$ cat src/rtl/mhpq_pkg.sv
// shared types, codes and constants for the max-heap priority queue
package mhpq_pkg;

  localparam int DEFAULT_CAPACITY = 64;
  localparam int VALUE_W = 32;
  localparam int COUNT_W = 7;

  localparam logic signed [VALUE_W-1:0] INT_MIN = {1'b1, {(VALUE_W-1){1'b0}}};

  typedef enum logic {
    OP_INSERT = 1'b0,
    OP_REMOVE = 1'b1
  } op_t;

  typedef enum logic [1:0] {
    STATUS_OK    = 2'd0,
    STATUS_FULL  = 2'd1,
    STATUS_EMPTY = 2'd2
  } status_t;

  typedef struct packed {
    logic                      op;
    logic signed [VALUE_W-1:0] value;
  } in_word_t;

  typedef struct packed {
    logic signed [VALUE_W-1:0] removed_value;
    logic signed [VALUE_W-1:0] top_value;
    logic [COUNT_W-1:0]        count;
    logic                      is_empty;
    logic [1:0]                status;
  } out_word_t;

  // command broadcast to every cell of the row
  typedef struct packed {
    logic                      ins;
    logic                      rem;
    logic signed [VALUE_W-1:0] value;
  } cell_cmd_t;

endpackage

$ cat src/rtl/mhpq_cell.sv
// one cell of the sorted row: holds one entry, shifts with its neighbours
module mhpq_cell
  import mhpq_pkg::*;
#(
  parameter int CNT_W = 7,
  parameter int IDX   = 0
) (
  input  logic                      clk,
  input  cell_cmd_t                 cmd,
  input  logic [CNT_W-1:0]          count,
  input  logic                      prev_ge,
  input  logic signed [VALUE_W-1:0] prev_val,
  input  logic signed [VALUE_W-1:0] next_val,
  output logic                      ge,
  output logic signed [VALUE_W-1:0] val
);

  logic signed [VALUE_W-1:0] val_r;
  logic signed [VALUE_W-1:0] val_nxt;
  logic                      occupied;

  assign occupied = count > CNT_W'(IDX);
  assign ge       = occupied && (val_r >= cmd.value);
  assign val      = val_r;

  always_comb begin
    val_nxt = val_r;
    if (cmd.ins) begin
      if (ge) begin
        val_nxt = val_r;
      end else if (prev_ge) begin
        val_nxt = cmd.value;
      end else begin
        val_nxt = prev_val;
      end
    end else if (cmd.rem) begin
      val_nxt = next_val;
    end
  end

  always_ff @(posedge clk) begin
    val_r <= val_nxt;
  end

endmodule

$ cat config.mk
export PLATFORM = sky130hd
export DESIGN_NAME = mhpq_cell
export DESIGN_NICKNAME = d
export VERILOG_FILES = /design/src/rtl/mhpq_pkg.sv /design/src/rtl/mhpq_cell.sv
export SDC_FILE = /design/constraint.sdc
export NUM_CORES = 1
export LEC_CHECK = 0
export BUFFER_PORTS_ARGS = -buffer_cell sky130_fd_sc_hd__buf_2
export CORE_MARGIN = 2
export CORE_UTILIZATION = 45
export DETAILED_ROUTE_END_ITERATION = 6
export GPL_TIMING_DRIVEN = 0
export PLACE_DENSITY = 0.81
export SLEW_MARGIN = 20
export SYNTH_ARGS = -nofsm -noshare
export SYNTH_HDL_FRONTEND = slang
export SYNTH_SLANG_ARGS = --single-unit
$ cat constraint.sdc
create_clock -name clk -period 9.36 [get_ports clk]
set_clock_uncertainty 0.2 [all_clocks]
set_input_delay 0.468 -clock clk [delete_from_list [all_inputs] [get_ports clk]]
set_output_delay 0.468 -clock clk [all_outputs]
set_load 0.03 [all_outputs]
==> run summary <==
status: completed
Vias: 2435
GP Congestion: 0.783
top-area cell type share of the netlist area: 38.1%
crit-path max FO: 2
post-synth cell types: 35
Synth area leader: edfxtp_1
slowest CP cell: edfxtp_1
I/O pin total: 140
first-pass GRT wire length: 10600 um
# H-tree levels: 2
CTS clk-pin slew, worst paths: 0.06 ns
grt ovf: 0
Hold Violations, Final: 0
CP endpoint kind: output port
ANT cells: 0
Die W: 78.9 um
final-report setup violation count: 0
die height: 78.9 um
clk_lat worst skew: 0.28 ns
total negative setup slack: 0 ns
WP data required: 8.69 ns
dpl ws: 6.13 ns
FFs w/ async S/R, synth: 0%
most common cell after layout, fill and taps aside: buf_2
Leakage: 1.76 nW
clock share of power: 21.6%
Filler cells: 488
largest net degree at the start of global routing: 18
actual slew at the worst max-slew pin: 0.550 ns
worst hold path type: in2reg
Final #Nets: 544
die area: 0.00622 mm2
final hold slack: 0.303 ns
buffers added on ports: 138
sequential area share after synthesis: 38.1%
critical path type: reg2out
number of flip-flops in the largest register: 32
syn avg cell area: 9.74 um2
CORE AREA: 0.00547 mm2
post-placement cell area: 0.00333 mm2
switching pwr: 162 uW
antenna violations before repair: 0
total CTS buffers: 5
most frequent cells in the layout: buf_2, a21oi_1, nor2_1
# rows: 27
DP HPWL: 5480 um
internal cell power: 299 uW
Comb power frac: 37.3%
P per Cell Area: 135 mW/mm2
final non-filler cell area: 0.00341 mm2
post-synthesis register bit count: 32
Arrival @ worst endpoint: 2.35 ns
Total Wirelength: 6830 um
EDFF count, synth: 32
Wirelength per Cell: 14.3 um
root buf cell: clkbuf_8
first-pass detailed-route iteration total: 4
Synth area leaders: edfxtp_1, ha_1, mux2i_1
final worst slack: 6.34 ns
Routed Antenna Nets: 0
DRT iter0 DRCs: 64
Syn Inst Count: 259
Area Overhead vs Synth: 35.1%
Max stage delay on crit path: 0.41 ns
Starting Density: 46.1%
CP startpoint kind: flip-flop
Vias/cell: 5.10
RSZ-0062 raised after global routing: no
CTS Buffer Depth: 2
GRT Util Overall: 22.0%
setup bufs post-CTS: 0
CP cell instances: ha_1 -> nand4_1 -> nor4b_2 -> or2_2 -> o31ai_2 -> nor3b_2 -> nor3_1 -> buf_2
Post-synth top flop: edfxtp_1
MaxCap Viol Count: 0
Slew Limit Fails: 0
layout cells sized above 1: 39.3%
worst vdd ir: 64.5 uV
Syn Nets: 398
YS warnings: 0
switching share of power: 35.2%
Slew HR: 63.3%
fin crit share: 32.2%
Gates resized, CTS repair: 0
Sink Count: 32
Final Total Pwr: 461 uW
vias in the first global route: 2406
CTS tree: yes
Seq pwr share: 41.1%
minimum clock period: 3.02 ns
FMAX: 332 MHz
cts hold-fix bufs: 0
flop-to-flop setup slack: 6.36 ns
Cell Area, Synth: 0.00252 mm2
DRC: 0
## power by group through the flow
stage                     combinational (mW)  sequential (mW)  clock, mW
after floorplan                       0.0746            0.225          0
after global placement                 0.164            0.192          0
after detailed placement               0.173            0.192          0
after CTS                              0.173            0.189      0.102
after global routing                   0.189            0.192      0.106
final                                  0.172            0.189     0.0996
## stage by stage
step           instances  utilization (%)
3_3_place_gp         469             60.4
3_5_place_dp         470             60.9
4_1_cts              477             62.3
2_1_floorplan        259                -
6_report             477             62.3
5_1_grt              477             62.3
## path summary, 6_finish.rpt
kind | startpoint | endpoint | cells after the start
setup / recovery | val[18] | ge | 8
hold / removal | next_val[31] | val[31] | 3
setup reg to reg | val[14] | val[15] | 8
hold reg to reg | val[31] | val[25] | 3
## cells by family after synthesis
| family | share of synthesized area [%] |
|---|---|
| buf+inv | 7.34 |
| simple gates | 12.3 |
| mux | 12.7 |
| flops | 38.1 |
| compound gates | 13.7 |
| fa+ha+maj | 15.9 |
## critical path, delay by kind of cell (launching register included)
| family | cells | cell delay (ns) |
|---|---|---|
| buffers and inverters | 1 | 0.23 |
| flip-flops | 1 | 0.41 |
| AND/OR/NAND/NOR | 5 | 1.05 |
| adder cells (fa/ha/maj) | 1 | 0.32 |
| AO/OA/AOI/OAI | 1 | 0.06 |
## final cells by class
class | count | area [um2] | area share (%)
Timing Repair Buffer | 139 | 718 | 21.1
Inverter | 32 | 120 | 3.52
Sequential cell | 32 | 961 | 28.2
Clock buffer | 5 | 68.8 | 2.02
Tap cell | 72 | 90.1 | 2.64
Multi-Input combinational cell | 184 | 1380 | 40.4
Buffer | 11 | 65.1 | 1.91
Clock inverter | 2 | 7.51 | 0.220
## routing by layer
| layer | GRT usage (%) | routed length [um] |
|---|---|---|
| met2 | 41.0 | 3420 |
| met4 | 6.72 | 110 |
| met3 | 6.02 | 534 |
| met5 | 0 | 0 |
| met1 | 24.3 | 2770 |
## cells in the mapped netlist, types with 2 or more instances
cell / n
nor3_1: 2
clkbuf_8: 2
nand4_1: 4
a21o_1: 2
clkbuf_1: 6
a211oi_2: 2
o31ai_2: 2
edfxtp_1: 32
nor2b_1: 2
ha_1: 32
a21oi_1: 44
o21ai_1: 3
mux2i_1: 32
nand2_1: 7
and4_1: 2
inv_1: 32
nor2_1: 33
buf_2: 3
(Power assumes the default switching activity.)
